$ cat config.mk
export PLATFORM = sky130hd
export DESIGN_NAME = ipv4_reassembly_tracker
export DESIGN_NICKNAME = d
export VERILOG_FILES = /design/src/design/iprt_pkg.sv /design/src/design/ipv4_reassembly_tracker.sv /design/src/design/iprt_ram.sv /design/src/design/iprt_ctrl.sv /design/src/design/iprt_dp.sv
export SDC_FILE = /design/constraint.sdc
export NUM_CORES = 2
export LEC_CHECK = 0
export ABC_CLOCK_PERIOD_IN_PS = 21300
export BUFFER_PORTS_ARGS = -buffer_cell sky130_fd_sc_hd__buf_2
export CORE_MARGIN = 2
export CORE_UTILIZATION = 40
export DETAILED_ROUTE_END_ITERATION = 6
export HOLD_SLACK_MARGIN = 0.08
export MAX_ROUTING_LAYER = met4
export SKIP_LAST_GASP = 1
export SLEW_MARGIN = 20
export SYNTH_ARGS = -nofsm -noshare
export SYNTH_HDL_FRONTEND = slang
export SYNTH_SLANG_ARGS = --single-unit
$ cat constraint.sdc
create_clock -name i_clk -period 21.3 [get_ports i_clk]
set_input_delay 5.325 -clock i_clk [delete_from_list [all_inputs] [get_ports i_clk]]
set_output_delay 5.325 -clock i_clk [all_outputs]
set_load 0.05 [all_outputs]
$ cat src/design/iprt_pkg.sv
// Package for the IPv4 reassembly tracker: result status codes, register map,
// controller states and the command/status structs between controller and datapath.
// No dependencies.
package iprt_pkg;

    // Result status codes
    localparam logic [2:0] ST_NOT_OURS  = 3'd0;
    localparam logic [2:0] ST_STORED    = 3'd1;
    localparam logic [2:0] ST_COMPLETE  = 3'd2;
    localparam logic [2:0] ST_FULL      = 3'd3;
    localparam logic [2:0] ST_MALFORMED = 3'd4;

    // Register map: register index is paddr[2]
    localparam logic REG_LOCAL_ADDR = 1'b0;

    localparam int SLOT_IDX_W = 5;   // width of the reported slot index
    localparam int KEY_W      = 48;  // source address plus identification
    localparam int COUNT_W    = 32;  // expected length plus received count

    typedef enum logic [2:0] {
        S_IDLE,
        S_CHECK,
        S_SCAN,
        S_SCAN_END,
        S_RESOLVE,
        S_DONE
    } t_state;

    typedef struct packed {
        logic load_in;     // capture header fields
        logic clear_scan;  // reset scan pointer and search results
        logic scan;        // read next key entry
        logic resolve;     // pick slot, read its counters
        logic finish;      // update tables, load result register
    } t_cmd;

    typedef struct packed {
        logic drop;        // not for us or malformed
        logic scan_last;   // scan pointer on last slot
        logic out_free;    // result register can take a new result
    } t_stat;

endpackage

$ cat src/design/ipv4_reassembly_tracker.sv
// IPv4 fragment reassembly tracker, top level: APB register port and
// controller/datapath pair. Depends on iprt_pkg, iprt_ctrl, iprt_dp.
//
// Usage:
//   Input channel (i_valid/o_ready) carries one IPv4 fragment header per
//   transaction; output channel (o_valid/i_ready) returns exactly one result
//   per header, in order.
//   Headers are handled one at a time. A header for another destination or
//   with a short total length skips the key scan: the block checks it, then
//   registers its result. Any other header scans the key RAM one slot per
//   cycle over all SLOT_COUNT slots, then resolves its slot and reads the
//   slot's counters before the result is registered, so the key scan
//   dominates the handling time.
//   The result register lets the next header be accepted while a result
//   waits; if the receiver stalls, the block holds in its final step until
//   the register frees, so nothing is lost or overwritten.
//   Reset clears the local address to zero and marks every slot free; slot
//   contents need no clearing. local_address sits at byte address 0 of the
//   APB port and is to be written only while idle; the block does not enforce it.
module ipv4_reassembly_tracker #(
    parameter int SLOT_COUNT = 32
) (
    input  logic        i_clk,
    input  logic        i_rst_n,
    // configuration
    input  logic        psel,
    input  logic        penable,
    input  logic        pwrite,
    input  logic [2:0]  paddr,
    input  logic [31:0] pwdata,
    output logic [31:0] prdata,
    output logic        pready,
    // fragment header
    input  logic        i_valid,
    output logic        o_ready,
    input  logic [31:0] i_destination_address,
    input  logic [31:0] i_source_address,
    input  logic [15:0] i_packet_ident,
    input  logic        i_more_fragments,
    input  logic [12:0] i_fragment_offset,
    input  logic [3:0]  i_header_words,
    input  logic [15:0] i_total_length,
    input  logic [7:0]  i_protocol_number,
    // result
    output logic        o_valid,
    input  logic        i_ready,
    output logic [2:0]  o_status,
    output logic [iprt_pkg::SLOT_IDX_W-1:0] o_slot_index,
    output logic [15:0] o_write_offset,
    output logic [15:0] o_fragment_length,
    output logic [15:0] o_assembled_length,
    output logic [7:0]  o_protocol_out
);
    import iprt_pkg::*;

    t_cmd        cmd;
    t_stat       stat;
    logic        cfg_we;
    logic [31:0] local_addr;

    // Word-aligned decode; writes ignore the byte-lane bits, reads need them zero
    assign cfg_we = psel && penable && pwrite && pready && (paddr[2] == REG_LOCAL_ADDR);
    assign pready = 1'b1;
    assign prdata = (paddr[2] == REG_LOCAL_ADDR && paddr[1:0] == 2'b00) ? local_addr : '0;

    iprt_ctrl u_ctrl (
        .i_clk   (i_clk),
        .i_rst_n (i_rst_n),
        .i_valid (i_valid),
        .i_stat  (stat),
        .o_cmd   (cmd),
        .o_ready (o_ready)
    );

    iprt_dp #(
        .SLOT_COUNT (SLOT_COUNT)
    ) u_dp (
        .i_clk                 (i_clk),
        .i_rst_n               (i_rst_n),
        .i_cmd                 (cmd),
        .o_stat                (stat),
        .i_cfg_we              (cfg_we),
        .i_cfg_wdata           (pwdata),
        .o_local_addr          (local_addr),
        .i_destination_address (i_destination_address),
        .i_source_address      (i_source_address),
        .i_packet_ident        (i_packet_ident),
        .i_more_fragments      (i_more_fragments),
        .i_fragment_offset     (i_fragment_offset),
        .i_header_words        (i_header_words),
        .i_total_length        (i_total_length),
        .i_protocol_number     (i_protocol_number),
        .i_ready               (i_ready),
        .o_valid               (o_valid),
        .o_status              (o_status),
        .o_slot_index          (o_slot_index),
        .o_write_offset        (o_write_offset),
        .o_fragment_length     (o_fragment_length),
        .o_assembled_length    (o_assembled_length),
        .o_protocol_out        (o_protocol_out)
    );

endmodule

$ cat src/design/iprt_ram.sv
// Generic single-clock RAM, one write port and one registered read port.
// No dependencies.
module iprt_ram #(
    parameter int WIDTH = 8,
    parameter int DEPTH = 32
) (
    input  logic                                    i_clk,
    input  logic                                    i_we,
    input  logic [(DEPTH > 1 ? $clog2(DEPTH) : 1)-1:0] i_waddr,
    input  logic [WIDTH-1:0]                        i_wdata,
    input  logic                                    i_re,
    input  logic [(DEPTH > 1 ? $clog2(DEPTH) : 1)-1:0] i_raddr,
    output logic [WIDTH-1:0]                        o_rdata
);

    logic [WIDTH-1:0] r_mem [DEPTH];
    logic [WIDTH-1:0] r_rdata;

    always_ff @(posedge i_clk) begin
        if (i_we) begin
            r_mem[i_waddr] <= i_wdata;
        end
        if (i_re) begin
            r_rdata <= r_mem[i_raddr];
        end
    end

    assign o_rdata = r_rdata;

endmodule

$ cat src/design/iprt_ctrl.sv
// Controller of the reassembly tracker: sequences capture, key scan, slot
// resolution and table update. Depends on iprt_pkg.
module iprt_ctrl (
    input  logic           i_clk,
    input  logic           i_rst_n,
    input  logic           i_valid,
    input  iprt_pkg::t_stat i_stat,
    output iprt_pkg::t_cmd  o_cmd,
    output logic           o_ready
);
    import iprt_pkg::*;

    t_state r_state;
    t_state n_state;

    always_ff @(posedge i_clk) begin
        if (!i_rst_n) begin
            r_state <= S_IDLE;
        end else begin
            r_state <= n_state;
        end
    end

    always_comb begin
        n_state = r_state;
        unique case (r_state)
            S_IDLE: begin
                if (i_valid) begin
                    n_state = S_CHECK;
                end
            end
            S_CHECK: begin
                n_state = i_stat.drop ? S_DONE : S_SCAN;
            end
            S_SCAN: begin
                if (i_stat.scan_last) begin
                    n_state = S_SCAN_END;
                end
            end
            S_SCAN_END: n_state = S_RESOLVE;
            S_RESOLVE:  n_state = S_DONE;
            S_DONE: begin
                if (i_stat.out_free) begin
                    n_state = S_IDLE;
                end
            end
            default:    n_state = S_IDLE;
        endcase
    end

    always_comb begin
        o_cmd   = '0;
        o_ready = 1'b0;
        unique case (r_state)
            S_IDLE: begin
                o_ready       = 1'b1;
                o_cmd.load_in = i_valid;
            end
            S_CHECK:    o_cmd.clear_scan = 1'b1;
            S_SCAN:     o_cmd.scan = 1'b1;
            S_SCAN_END: o_cmd = '0;
            S_RESOLVE:  o_cmd.resolve = 1'b1;
            S_DONE:     o_cmd.finish = i_stat.out_free;
            default:    o_cmd = '0;
        endcase
    end

endmodule

$ cat src/design/iprt_dp.sv
// Datapath of the reassembly tracker: header registers, local address register,
// key and counter RAMs, slot flags, search logic and result register.
// Depends on iprt_pkg and iprt_ram.
module iprt_dp #(
    parameter int SLOT_COUNT = 32
) (
    input  logic                             i_clk,
    input  logic                             i_rst_n,
    input  iprt_pkg::t_cmd                   i_cmd,
    output iprt_pkg::t_stat                  o_stat,
    input  logic                             i_cfg_we,
    input  logic [31:0]                      i_cfg_wdata,
    output logic [31:0]                      o_local_addr,
    input  logic [31:0]                      i_destination_address,
    input  logic [31:0]                      i_source_address,
    input  logic [15:0]                      i_packet_ident,
    input  logic                             i_more_fragments,
    input  logic [12:0]                      i_fragment_offset,
    input  logic [3:0]                       i_header_words,
    input  logic [15:0]                      i_total_length,
    input  logic [7:0]                       i_protocol_number,
    input  logic                             i_ready,
    output logic                             o_valid,
    output logic [2:0]                       o_status,
    output logic [iprt_pkg::SLOT_IDX_W-1:0]  o_slot_index,
    output logic [15:0]                      o_write_offset,
    output logic [15:0]                      o_fragment_length,
    output logic [15:0]                      o_assembled_length,
    output logic [7:0]                       o_protocol_out
);
    import iprt_pkg::*;

    localparam int IW = (SLOT_COUNT > 1) ? $clog2(SLOT_COUNT) : 1;
    localparam logic [IW-1:0] LAST_SLOT = IW'(SLOT_COUNT - 1);

    // Header registers
    logic [31:0] r_dst;
    logic [31:0] r_src;
    logic [15:0] r_ident;
    logic        r_mf;
    logic [12:0] r_frag;
    logic [3:0]  r_hw;
    logic [15:0] r_total;
    logic [7:0]  r_proto;
    logic [31:0] r_local_addr;

    always_ff @(posedge i_clk) begin
        if (i_cmd.load_in) begin
            r_dst   <= i_destination_address;
            r_src   <= i_source_address;
            r_ident <= i_packet_ident;
            r_mf    <= i_more_fragments;
            r_frag  <= i_fragment_offset;
            r_hw    <= i_header_words;
            r_total <= i_total_length;
            r_proto <= i_protocol_number;
        end
    end

    always_ff @(posedge i_clk) begin
        if (!i_rst_n) begin
            r_local_addr <= '0;
        end else if (i_cfg_we) begin
            r_local_addr <= i_cfg_wdata;
        end
    end

    assign o_local_addr = r_local_addr;

    logic [15:0] hdr_bytes;
    logic        not_ours;
    logic        malformed;
    logic [15:0] flen;
    logic [15:0] wr_off;

    assign hdr_bytes = {10'd0, r_hw, 2'b00};
    assign not_ours  = (r_dst != r_local_addr);
    assign malformed = (r_total < hdr_bytes);
    assign flen      = r_total - hdr_bytes;
    assign wr_off    = {r_frag, 3'b000};

    // Key scan, one slot per cycle; each slot is compared in the cycle after its read
    logic [IW-1:0]         r_scan_addr;
    logic                  r_cmp_en;
    logic [IW-1:0]         r_cmp_idx;
    logic                  r_found_hit;
    logic [IW-1:0]         r_found_idx;
    logic                  r_free_hit;
    logic [IW-1:0]         r_free_idx;
    logic [SLOT_COUNT-1:0] r_valid;
    logic [SLOT_COUNT-1:0] r_known;
    logic [KEY_W-1:0]      key_rdata;

    always_ff @(posedge i_clk) begin
        if (!i_rst_n) begin
            r_cmp_en    <= 1'b0;
            r_found_hit <= 1'b0;
            r_free_hit  <= 1'b0;
            r_scan_addr <= '0;
        end else begin
            r_cmp_en <= i_cmd.scan;
            if (i_cmd.clear_scan) begin
                r_scan_addr <= '0;
                r_found_hit <= 1'b0;
                r_free_hit  <= 1'b0;
            end else begin
                if (i_cmd.scan) begin
                    r_scan_addr <= r_scan_addr + 1'b1;
                end
                if (r_cmp_en) begin
                    if (r_valid[r_cmp_idx]) begin
                        if (!r_found_hit && key_rdata == {r_src, r_ident}) begin
                            r_found_hit <= 1'b1;
                        end
                    end else if (!r_free_hit) begin
                        r_free_hit <= 1'b1;
                    end
                end
            end
        end
    end

    always_ff @(posedge i_clk) begin
        if (i_cmd.scan) begin
            r_cmp_idx <= r_scan_addr;
        end
        if (r_cmp_en && !i_cmd.clear_scan) begin
            if (r_valid[r_cmp_idx]) begin
                if (!r_found_hit && key_rdata == {r_src, r_ident}) begin
                    r_found_idx <= r_cmp_idx;
                end
            end else if (!r_free_hit) begin
                r_free_idx <= r_cmp_idx;
            end
        end
    end

    // Slot resolution
    logic [IW-1:0] sel_slot;
    logic [IW-1:0] r_slot;
    logic          r_alloc;
    logic          r_full;

    assign sel_slot = r_found_hit ? r_found_idx : r_free_idx;

    always_ff @(posedge i_clk) begin
        if (i_cmd.resolve) begin
            r_slot  <= sel_slot;
            r_alloc <= !r_found_hit;
            r_full  <= !r_found_hit && !r_free_hit;
        end
    end

    // Counter update; a fresh slot starts from zero
    logic [COUNT_W-1:0] count_rdata;
    logic [15:0]        old_rcv;
    logic [15:0]        old_exp;
    logic               old_known;
    logic [16:0]        exp_sum;
    logic [16:0]        rcv_sum;
    logic [15:0]        new_exp;
    logic [15:0]        new_rcv;
    logic               new_known;
    logic               complete;
    logic               store_item;

    assign old_exp   = r_alloc ? 16'd0 : count_rdata[31:16];
    assign old_rcv   = r_alloc ? 16'd0 : count_rdata[15:0];
    assign old_known = r_alloc ? 1'b0 : r_known[r_slot];
    assign exp_sum   = {1'b0, wr_off} + {1'b0, flen};
    assign rcv_sum   = {1'b0, old_rcv} + {1'b0, flen};
    assign new_exp   = r_mf ? old_exp : (exp_sum[16] ? 16'hFFFF : exp_sum[15:0]);
    assign new_rcv   = rcv_sum[16] ? 16'hFFFF : rcv_sum[15:0];
    assign new_known = !r_mf || old_known;
    assign complete  = new_known && (new_rcv == new_exp);
    assign store_item = !not_ours && !malformed && !r_full;

    always_ff @(posedge i_clk) begin
        if (!i_rst_n) begin
            r_valid <= '0;
            r_known <= '0;
        end else if (i_cmd.finish && store_item) begin
            r_valid[r_slot] <= !complete;
            r_known[r_slot] <= new_known && !complete;
        end
    end

    iprt_ram #(
        .WIDTH (KEY_W),
        .DEPTH (SLOT_COUNT)
    ) u_key_ram (
        .i_clk   (i_clk),
        .i_we    (i_cmd.finish && store_item && r_alloc),
        .i_waddr (r_slot),
        .i_wdata ({r_src, r_ident}),
        .i_re    (i_cmd.scan),
        .i_raddr (r_scan_addr),
        .o_rdata (key_rdata)
    );

    iprt_ram #(
        .WIDTH (COUNT_W),
        .DEPTH (SLOT_COUNT)
    ) u_count_ram (
        .i_clk   (i_clk),
        .i_we    (i_cmd.finish && store_item),
        .i_waddr (r_slot),
        .i_wdata ({new_exp, new_rcv}),
        .i_re    (i_cmd.resolve),
        .i_raddr (sel_slot),
        .o_rdata (count_rdata)
    );

    // Result register
    logic                  r_out_valid;
    logic [2:0]            r_out_status;
    logic [SLOT_IDX_W-1:0] r_out_slot;
    logic [15:0]           r_out_wr_off;
    logic [15:0]           r_out_flen;
    logic [15:0]           r_out_asm;
    logic [7:0]            r_out_proto;
    logic [IW+SLOT_IDX_W-1:0] slot_wide;

    assign slot_wide = {{SLOT_IDX_W{1'b0}}, r_slot};

    always_ff @(posedge i_clk) begin
        if (!i_rst_n) begin
            r_out_valid <= 1'b0;
        end else if (i_cmd.finish) begin
            r_out_valid <= 1'b1;
        end else if (i_ready) begin
            r_out_valid <= 1'b0;
        end
    end

    always_ff @(posedge i_clk) begin
        if (i_cmd.finish) begin
            r_out_proto <= r_proto;
            r_out_slot  <= '0;
            r_out_asm   <= '0;
            if (not_ours) begin
                r_out_status <= ST_NOT_OURS;
                r_out_wr_off <= '0;
                r_out_flen   <= '0;
            end else if (malformed) begin
                r_out_status <= ST_MALFORMED;
                r_out_wr_off <= wr_off;
                r_out_flen   <= '0;
            end else begin
                r_out_wr_off <= wr_off;
                r_out_flen   <= flen;
                if (r_full) begin
                    r_out_status <= ST_FULL;
                end else begin
                    r_out_slot <= slot_wide[SLOT_IDX_W-1:0];
                    if (complete) begin
                        r_out_status <= ST_COMPLETE;
                        r_out_asm    <= new_rcv;
                    end else begin
                        r_out_status <= ST_STORED;
                    end
                end
            end
        end
    end

    assign o_valid            = r_out_valid;
    assign o_status           = r_out_status;
    assign o_slot_index       = r_out_slot;
    assign o_write_offset     = r_out_wr_off;
    assign o_fragment_length  = r_out_flen;
    assign o_assembled_length = r_out_asm;
    assign o_protocol_out     = r_out_proto;

    assign o_stat.drop      = not_ours || malformed;
    assign o_stat.scan_last = (r_scan_addr == LAST_SLOT);
    assign o_stat.out_free  = !r_out_valid || i_ready;

endmodule

==> impl_metrics.csv <==
group,metric,value,unit
status,status,"finished clean",
logic_synthesis,synth_cells,6756,
floorplan,num_rows,197,
floorplan,coreArea,288100,sq um
worst_setup_path,cpMaxStageDelayCell,"nor3_4",
floorplan,die_area,293900,sq um
min_path,worstHoldPathCells,0,
worst_setup_path,worst_setup_path_start_kind,"input pin",
timing,setup_viol,0,
worst_setup_path,critPathMostFrequentCell,"buf_2",
timing,final_hold_viol_count,0,
worst_setup_path,crit_fanout,32,
grt,grt_max_degree,191,
cts,post-cts-setup-buffer-count,0,
final_layout,area_growth,14.11,%
cts,cts_max_level,5,
floorplan,dieHeight,542.2,microns
cts,root_buffer,"clkbuf_16",
floorplan,io_pins,263,
logic_synthesis,netlist_area,115800,sq um
logic_synthesis,synth_cell_types,72,
worst_setup_path,cp.depth,4,
logic_synthesis,ys_top_cells_by_area,"edfxtp_1, mux4_2, nand2_1",
flow_run,maxCapViolations,0,
detailed_routing,wl_met3,19400,microns
worst_setup_path,worstSetupEndpointType,"primary output",
cts,post_cts_resized,0,
grt,grt_pass1_wl,439000,microns
worst_setup_path,crit_family,"simple AND/OR/NAND/NOR gates",
final_layout,final_layout_size_suffix_gt1_share,20.62,%
logic_synthesis,yosysSeqAreaShare,75.61,%
timing,min_period,11.99,ns
detailed_routing,post_drt_wl_per_cell,27.20,microns
logic_synthesis,ys_dominant_reg_cell,"edfxtp_1",
timing,report.final.slew_viol_count,0,
detailed_routing,wl_met1,126700,microns
timing,fin_crit_sh,56.29,%
detailed_routing,drc_errors,0,
detailed_routing,vias,63370,
detailed_routing,drt-total-wl,302500,microns
worst_setup_path,rr_worst_depth,20,
detailed_routing,first_pass_iters,6,
timing,rsz0062_at_grt,"false",
cts,insertion_delay,0.86,ns
cts,path_clk_slew,0.06,ns
timing,relSlewSlack,18.09,%
power_and_ir_drop,p_per_area,93.70,nW/um^2
min_path,min_path_type,"register to register",
cts,clk_path_buf_depth,4,
final_layout,stdcell_count,11120,
floorplan,die_x,542.2,microns
placement,hpwl,155100,microns
placement,io_buffer_count,258,
cts,cts_sinks,2953,
cts,cts_hold_buf,0,
worst_setup_path,crit_type,"input pin to primary output",
logic_synthesis,ys_ff_latch,2953,
grt,gr-total-overflow,0,
detailed_routing,via_per_inst,5.699,
floorplan,initial_utilization,40.20,%
worst_setup_path,cp.required,15.98,ns
cts,cts_inserted_buffers,308,
detailed_routing,drt_iter0_markers,7502,
detailed_routing,top_layer_used,"met4",
worst_setup_path,path_cells,"buf_2 > nor3_4 > and2_1 > buf_2",
detailed_routing,wl_met2,149800,microns
cts,tritoncts,"done",
power_and_ir_drop,vdd_drop_max,0.06639,mV
timing,fmax,0.08341,GHz
timing,setup_tns,0,ns
logic_synthesis,async_reset_ff_share,0,%
placement,dp_cells,10570,
logic_synthesis,yosysTopAreaCellShare,73.75,%
logic_synthesis,yosysTopAreaCell,"edfxtp_1",
grt,grt_pass1_vias,62240,
timing,tightest_slew,1.229,ns
timing,fin_skew,0.05274,ns
placement,place_congestion,0.8677,
grt,antenna_found_initial,10,
logic_synthesis,syn_avg_cell_area,17.15,sq um
power_and_ir_drop,static-leakage-power,42.51,nW
detailed_routing,ant_nets,0,
worst_setup_path,cp.buffers_inverters,2,
grt,grtUsageTotal,20.82,%
worst_setup_path,arrival,6.66,ns
logic_synthesis,ys_warn_count,0,
worst_setup_path,crit_path_max_incr_delay,0.70,ns
final_layout,nNetsFinal,7307,
logic_synthesis,synth_edf_count,2845,
==> cells by family (layout without fill, tap and decap cells) <==
family	after synthesis	count (layout)	synth area share, %
muxes	557	557	10.24
other	2	9	0.006483
DFF	2953	2953	75.61
xor gates and xnor gates	113	113	0.8543
and+or+nand+nor	2120	2120	8.108
buffers and inverters	457	1032	1.508
AOI/OAI and AO/OA	515	515	3.227
adders and majority gates	39	39	0.4407
==> registers in the layout, indices dropped and copies added (netlist names), 16 cells and up <==
signal and cells:
u_dp.o_fragment_length 16, u_dp.o_local_addr 32, u_dp.r_ident 16, u_dp.r_dst 32
u_dp.u_count_ram.o_rdata 32, u_dp.u_key_ram.o_rdata 48, u_dp.r_src 32, u_dp.r_total 16
u_dp.r_known 32, u_dp.r_valid 32, u_dp.u_key_ram.r_mem 1536, u_dp.o_assembled_length 16
u_dp.u_count_ram.r_mem 1024
==> synthesized netlist by cell type (22+ instances only) <==
library cell / number
xor2_1: 83
dfxtp_1: 108
buf_1: 42
a31oi_1: 40
a21oi_1: 70
nor4_1: 22
a21boi_0: 37
edfxtp_1: 2845
ha_1: 36
a311oi_1: 160
nand3_1: 560
a21o_1: 44
nand2_1: 1177
xnor2_1: 30
nor2b_1: 24
o21ai_0: 61
mux2_2: 49
inv_1: 49
mux4_2: 498
and3_1: 101
and2_1: 59
clkbuf_1: 349
nor2_1: 103
o31ai_1: 41
==> layout make-up <==
class                   instances  area [sq um]
clock inverters               155          1410
repair buffers                442          2867
multi-input cells            3348         27170
well taps                    3781          4731
clock buffers                 384          8192
diodes                          5         12.51
inverters                      51         207.7
flip-flops and latches       2953         87610
fillers                     24320        155900
==> placed cells by master (no fill, tap or decap), types with 24 or more instances in the layout <==
| cell | n |
|---|---|
| dfxtp_1 | 103 |
| nor2_1 | 36 |
| clkbuf_1 | 64 |
| edfxtp_1 | 2845 |
| xor2_1 | 83 |
| nor2_4 | 65 |
| clkinv_1 | 67 |
| o21ai_0 | 61 |
| buf_2 | 258 |
| mux2_2 | 49 |
| clkinv_2 | 42 |
| clkbuf_16 | 315 |
| a31oi_1 | 40 |
| and2_1 | 58 |
| inv_1 | 46 |
| a21o_1 | 44 |
| nand2_1 | 1173 |
| a311oi_1 | 160 |
| ha_1 | 36 |
| o31ai_1 | 41 |
| a21boi_0 | 37 |
| a21oi_1 | 68 |
| mux4_2 | 498 |
| buf_4 | 167 |
| and3_1 | 101 |
| nand3_1 | 558 |
| xnor2_1 | 30 |
| bufinv_16 | 24 |
==> per-layer routing <==
layer,vias up,GRT usage (%)
li1,27150,-
met1,33370,28.36
met2,2386,33.65
met3,467,2.494
met4,0,4.785
met5,-,-
==> per-stage QoR <==
step / util (%) / setup slack, ns / hold slack [ns] / cell area (sq um) / power (mW)
6_report: 45.88 / 9.311 / 0.4199 / 132200 / 12.39
5_1_grt: 45.88 / 9.169 / 0.4320 / 132200 / 12.75
4_1_cts: 45.85 / 8.995 / 0.4188 / 132100 / 12.47
3_5_place_dp: 42.51 / 9.042 / 0.4045 / 122500 / 7.292
3_3_place_gp: 42.50 / 9.187 / 0.4023 / 122500 / 7.270
2_1_floorplan: - / 9.661 / 0.4003 / 115900 / 7.029
==> path summary, 6_finish.rpt <==
kind                             start                          endpoint  slack, ns
min reg2reg  u_dp.r_proto[6]$_DFFE_PP_  u_dp.o_protocol_out[6]$_DFFE_PP_       0.42
max reg2reg  u_dp.r_total[3]$_DFFE_PP_    u_dp.o_status[0]$_SDFFCE_PP0P_      13.82
min          u_dp.r_proto[6]$_DFFE_PP_  u_dp.o_protocol_out[6]$_DFFE_PP_       0.42
max                           paddr[1]                        prdata[19]       9.31
==> where the power goes <==
group          switching (mW)  internal [mW]
Sequential             0.0249           6.59
Combinational           0.447          0.115
Clock                    2.19           3.02
Note: power is estimated with default switching activity, not from simulation.
